## config.mk

```make
export PLATFORM = sky130hd
export DESIGN_NAME = rpba_mod
export DESIGN_NICKNAME = d
export VERILOG_FILES = /design/src/sv/rpba_pkg.sv /design/src/sv/rpba_mod.sv
export SDC_FILE = /design/constraint.sdc
export NUM_CORES = 1
export LEC_CHECK = 0
export BUFFER_PORTS_ARGS = -buffer_cell sky130_fd_sc_hd__buf_2
export CAP_MARGIN = 20
export CORE_MARGIN = 2
export CORE_UTILIZATION = 45
export CTS_CLUSTER_SIZE = 12
export DETAILED_ROUTE_END_ITERATION = 16
export PLACE_DENSITY_LB_ADDON = 0.25
export SLEW_MARGIN = 20
export SYNTH_ARGS = -nofsm -noshare
export SYNTH_HDL_FRONTEND = slang
export SYNTH_SLANG_ARGS = --single-unit
```

## constraint.sdc

```tcl
create_clock -name clk -period 7.2 [get_ports clk]
set_input_delay 1.08 -clock clk [delete_from_list [all_inputs] [get_ports clk]]
set_output_delay 1.08 -clock clk [all_outputs]
set_load 0.05 [all_outputs]
```

## src/sv/rpba_pkg.sv

```systemverilog
// Shared types and constants for the random probe block allocator.
package rpba_pkg;

  localparam int KIND_W       = 2;
  localparam int IDX_PORT_W   = 12;
  localparam int CNT_PORT_W   = 13;
  localparam int STATUS_W     = 3;
  localparam int PICK_W       = 64;
  localparam int CHANCE_W     = 32;
  localparam int STEP_W       = 6;
  localparam int RESERVE_W    = 7;
  localparam int SHRED_W      = 10;
  localparam int CFG_IDX_W    = 2;
  localparam int CFG_DATA_W   = 13;

  localparam int CHANCE_MOD   = 1000;
  // floor(x / 1000) == (x * CHANCE_RECIP) >> CHANCE_SHIFT for any 32-bit x
  localparam int CHANCE_RECIP = 274877907;
  localparam int CHANCE_SHIFT = 38;
  localparam int CHQ_W        = 23;
  localparam int FEW_FREE     = 5;
  localparam int PCT_FULL     = 100;
  localparam int RESERVE_RST  = 5;
  localparam int SHRED_RST    = 5;
  localparam int INIT_RST     = 4096;

  typedef enum logic [KIND_W-1:0] {
    KIND_ALLOC = 2'd0,
    KIND_FREE  = 2'd1,
    KIND_USED  = 2'd2,
    KIND_SHRED = 2'd3
  } kind_t;

  localparam logic [STATUS_W-1:0] STAT_DONE       = 3'd0;
  localparam logic [STATUS_W-1:0] STAT_NO_SPACE   = 3'd1;
  localparam logic [STATUS_W-1:0] STAT_FREE_TWICE = 3'd2;
  localparam logic [STATUS_W-1:0] STAT_BUSY_TWICE = 3'd3;
  localparam logic [STATUS_W-1:0] STAT_NO_SHRED   = 3'd4;

  localparam logic [CFG_IDX_W-1:0] CFG_RESERVE = 2'd0;
  localparam logic [CFG_IDX_W-1:0] CFG_SHRED   = 2'd1;
  localparam logic [CFG_IDX_W-1:0] CFG_INIT    = 2'd2;

  typedef enum logic [2:0] {
    S_CLEAR,
    S_IDLE,
    S_CHECK,
    S_MODC,
    S_MODP,
    S_SCAN,
    S_MARK,
    S_EMIT
  } phase_t;

endpackage

```

## src/sv/rpba_mod.sv

```systemverilog
// Bit-serial remainder unit: 64-bit dividend modulo a narrow divisor.
module rpba_mod
  import rpba_pkg::*;
#(
  parameter int DW = 13
) (
  input  logic              clk,
  input  logic              rst_n,
  input  logic              go,
  input  logic [PICK_W-1:0] dividend,
  input  logic [DW-1:0]     divisor,
  output logic              done,
  output logic [DW-1:0]     rem
);

  logic              run_r;
  logic              done_r;
  logic [STEP_W-1:0] cnt_r;
  logic [PICK_W-1:0] num_r;
  logic [DW-1:0]     den_r;
  logic [DW-1:0]     rem_r;

  logic [DW:0]       trial;
  logic [DW:0]       diff;
  logic [DW-1:0]     rem_nxt;

  // restoring step: shift in the next dividend bit, subtract if it fits
  always_comb begin
    trial   = {rem_r, num_r[PICK_W-1]};
    diff    = trial - {1'b0, den_r};
    rem_nxt = (trial >= {1'b0, den_r}) ? diff[DW-1:0] : trial[DW-1:0];
  end

  always_ff @(posedge clk) begin
    if (!rst_n) begin
      run_r  <= 1'b0;
      done_r <= 1'b0;
    end else begin
      done_r <= 1'b0;
      if (go) begin
        run_r <= 1'b1;
      end else if (run_r && cnt_r == STEP_W'(PICK_W - 1)) begin
        run_r  <= 1'b0;
        done_r <= 1'b1;
      end
    end
  end

  always_ff @(posedge clk) begin
    if (go) begin
      cnt_r <= '0;
      num_r <= dividend;
      den_r <= divisor;
      rem_r <= '0;
    end else if (run_r) begin
      cnt_r <= cnt_r + STEP_W'(1);
      num_r <= {num_r[PICK_W-2:0], 1'b0};
      rem_r <= rem_nxt;
    end
  end

  assign done = done_r;
  assign rem  = rem_r;

endmodule

```

==> Word-level counts from Yosys, hierarchy flattened <==
Index checks and enable logic that the tools add are counted.
{ "op_classes": {"mux": 6, "n_addsub": 2, "n_lt_le_gt_ge": 1, "n_bitwise": 1, "eq_ne": 1, "reduce_logical": 4} }
{ "op_table": {"columns": ["operator", "count"], "rows": [
  ["64-bit 2-to-1 mux", 2],
  ["14-bit by 13-bit >= comparator with 1-bit output", 1],
  ["13-bit 2-to-1 mux", 1],
  ["13-bit subtractor", 1],
  ["6-bit by 1-bit adder with 6-bit output (second input constant)", 1],
  ["6-bit equality test (second input constant)", 1],
  ["2-bit nonzero test", 2],
  ["1-bit 2-to-1 mux", 3],
  ["2-bit OR reduction", 1],
  ["1-bit logical AND", 1],
  ["1-bit inverter", 1]
]} }
{ "totals": {"regBits": 98, "word_cells": 21, "inputBits": 80} }

==> Depth between registers and ports, before layout <==
{ "logic_depth": {"depth_word": 4, "depth_mapped": 11, "mapped_depth_nobuf": 10} }

==> Worst setup path before layout <==
No wires, ideal clock.
{ "synth_path": {"kind": "input to register", "start": "input port go", "end": "register num_r[0] (enable)", "t_arrival_ns": 3.033, "path_stages": 4, "setup_slack_ns": 3.749, "setup_time_ns": 0.418, "n_path_buf": 2, "required_time_ns": 6.782, "path_cell_list": "clkbuf_1 -> clkbuf_1 -> nor2_1 -> inv_1"} }
{ "synth_between": {"elab_chain_len": 1} }
{ "synth_lines": {"columns": ["item", "line_no", "rtl"], "rows": [
  ["start: declaration", "rpba_mod.sv:9", "input logic go,"],
  ["2-bit nonzero test (no line)", null, null],
  ["end signal: assignment", "rpba_mod.sv:52", "num_r <= dividend;"],
  ["end signal: assignment", "rpba_mod.sv:57", "num_r <= {num_r[PICK_W-2:0], 1'b0};"],
  ["end: declaration", "rpba_mod.sv:19", "logic [PICK_W-1:0] num_r;"]
]} }
Every way passes these cells.
A chain may end at the register's enable or synchronous reset.

==> Worst setup path in the final report <==
{ "layout_path": {"start": "register num_r[63]", "end": "register rem_r[9] (netlist: rem[9])"} }
{ "layout_between": {"elab_chain_len": 2} }
{ "layout_lines": {"columns": ["item", "line_no", "rtl"], "rows": [
  ["13-bit subtractor / 14-bit by 13-bit >= comparator with 1-bit output (equally long branches)", "rpba_mod.sv:30, rpba_mod.sv:31", null],
  ["13-bit 2-to-1 mux *", "rpba_mod.sv:31", "rem_nxt = (trial >= {1'b0, den_r}) ? diff[DW-1:0] : trial[DW-1:0];"],
  ["end signal: assignment", "rpba_mod.sv:58", "rem_r <= rem_nxt;"],
  ["end: declaration", "rpba_mod.sv:21", "logic [DW-1:0] rem_r;"]
]} }
Mark *: on every way between the ends. The rest lies on a longest branch, timed or not.

==> results.json <==
{
  "final_cells": 591,
  "clk_path_buf_depth": 2,
  "synth_area_leader_cell": "edfxtp_1",
  "synth.avg_cell_area_um2": 13.2,
  "yosys_warnings": 0,
  "num_rows": 37,
  "grt_pass1_vias": 3011,
  "yosys.area.top_type_share_pct": 48.9,
  "clkLatencyLatePin_ps": 370,
  "antennaDiodeCount": 0,
  "min_period_ps": 2940,
  "ctsHoldBuffers": 0,
  "async_flop_share_pct": 0,
  "crit_chain": "inv_1 -> ha_1 -> fa_1 -> and2b_1 -> o211a_1 -> nor3_2 -> o31ai_1 -> o21ai_1 -> a211oi_1 -> o221a_2",
  "maxSlewHeadroom_pct": 32.6,
  "irDropWorstVdd_mv": 0.113,
  "end_kind": "flop",
  "dp_cells": 575,
  "worst_pin_slew_ps": 1010,
  "start_util_pct": 46.0,
  "seq_area_frac_synth_pct": 57.8,
  "final.setup_skew_ps": 14.8,
  "syn_area_mm2": 0.00473,
  "finalCritPeriodShare_pct": 40.8,
  "hold_path_class": "flop to flop",
  "htree_levels": 3,
  "grt_antenna_before_repair": 0,
  "core_area_mm2": 0.0103,
  "port-buffer-count": 93,
  "post_cts_resized": 0,
  "cts.clk_slew.worst_paths_ps": 110,
  "fill_cells": 917,
  "grt-ovfl-total": 0,
  "gp_congestion": 0.818,
  "vias": 3123,
  "hold_violations": 0,
  "synth_nets": 454,
  "dieWidth_um": 107,
  "wl_um": 8920,
  "via_per_inst": 5.28,
  "synth-seq-cells": 98,
  "die_area_mm2": 0.0113,
  "maxCapViolCount": 0,
  "synth_common_cells": "edfxtp_1 (77), mux2_2 (63), nor2_1 (22)",
  "drive_above_1_share_pct": 40.9,
  "hpwlAfterDp_um": 6130,
  "nNetsFinal": 545,
  "worstSetupPathType": "flop to flop",
  "cts_tree": "done",
  "synth_edf_count": 77,
  "setup_viol": 0,
  "maxSlewViolCount": 0,
  "gr-usage-all-layers_pct": 16.5,
  "clock_sinks": 98,
  "ys.flop_type": "edfxtp_1",
  "synth_area_leaders": "edfxtp_1 (49%), mux2_2 (15%), dfxtp_1 (8.9%)",
  "grt_pass1_wl_um": 14500,
  "drc": 0,
  "synthCells": 359,
  "die_y_um": 107,
  "ant_nets": 0,
  "routedWlPerCell_um": 15.1,
  "post-route-util_pct": 53.6,
  "tns_ps": 0,
  "timing.fmax_ghz": 0.340,
  "ctsRootBufferMaster": "clkbuf_8",
  "post_cts_buffers": 0,
  "p_leak_nw": 2.20,
  "critPathLaunchType": "flop",
  "synth.most_common_cell": "edfxtp_1",
  "ios": 94,
  "crit_arrival_ps": 3210,
  "required_ps": 7470,
  "power_density_mw_per_mm2": 231,
  "outcome": "finished, final reports clean",
  "area_growth_pct": 16.6,
  "drt-pass1-iter-count": 4,
  "rsz0062_at_grt": "no",
  "dr.first_iter.drc_count": 131,
  "numCtsBuffers": 9,
  "crit_fanout": 12,
  "grt_max_degree": 54,
  "cpMaxStageDelayCell": "o21ai_1",
  "critPathMaxStageDelay_ps": 800,
  "yosys.cell_types.count": 52
}
layout make-up:
class | instances | area [um2] | share of cell area (%)
multi-input combinational | 227 | 1860 | 33.8
inverter | 18 | 67.6 | 1.23
sequential | 98 | 2730 | 49.6
timing repair buffer | 96 | 490 | 8.90
clock inverter | 7 | 65.1 | 1.18
tap | 136 | 170 | 3.09
clock buffer | 9 | 124 | 2.25
cell families (layout without fill, tap and decap cells):
family | after synthesis | after routing | synth area share, %
flip-flops | 98 | 98 | 57.8
AND/OR/NAND/NOR | 74 | 74 | 8.10
multiplexers | 64 | 64 | 15.2
AO/OA/AOI/OAI | 63 | 63 | 9.82
buffers and inverters | 34 | 130 | 2.94
adder cells (fa/ha/maj) | 15 | 15 | 4.13
XOR/XNOR | 11 | 11 | 2.04
power breakdown:
part	switching, W	internal (W)
clock network	0.000207	0.000131
logic	0.000133	0.000106
registers	0.0000221	0.000673
state kept, by name (all words and copies together) (netlist names):
signal,count
run_r,1
cnt_r,6
den_r,13
rem,13
done,1
num_r,64
stage by stage:
stage | cell area [um2] | setup slack [ps] | total power, W | hold WS (ps)
after global placement | 5320 | 4140 | 0.000942 | 471
after global routing | 5510 | 4050 | 0.00134 | 528
after floorplan | 4730 | 3750 | 0.000882 | 458
after detailed placement | 5320 | 4100 | 0.000948 | 481
after CTS | 5510 | 4280 | 0.00129 | 499
final | 5510 | 4260 | 0.00127 | 501
path summary, 6_finish.rpt:
kind | start | to | slack, ps | depth (start not counted)
worst max-delay path | num_r[63] | rem[9] | 4260 | 10
worst min-delay path | cnt_r[5] | cnt_r[5] | 500 | 2
worst max register to register | num_r[63] | rem[9] | 4260 | 10
worst min register to register | cnt_r[5] | cnt_r[5] | 500 | 2
layer usage:
layer	share of wire [%]	global-route usage [%]	wire length (um)
met2	47	25.1	4170
met3	6.6	5.76	587
met5	0	0	0
met4	1.5	6.12	131
met1	45	21.7	4020
cell usage in the layout, fill, tap and decap left out, drive strengths merged, types with 8 or more instances in the layout:
cell type	synthesis	layout
a21oi	11	11
a311oi	8	8
buf	5	96
clkbuf	11	9
dfxtp	21	21
edfxtp	77	77
ha	14	14
inv	18	19
mux2	63	63
nand2	13	13
nand3	12	12
nor2	22	22
o21ai	13	13
xnor2	8	8
worst max-delay path, delay by kind of cell (launching register included):
| family | cells | cell delay, ps |
|---|---|---|
| compound gates | 5 | 1660 |
| fa+ha+maj | 2 | 380 |
| buf+inv | 1 | 70 |
| flops | 1 | 390 |
| simple gates | 2 | 360 |
No activity file was read; power rests on OpenSTA's default activity.
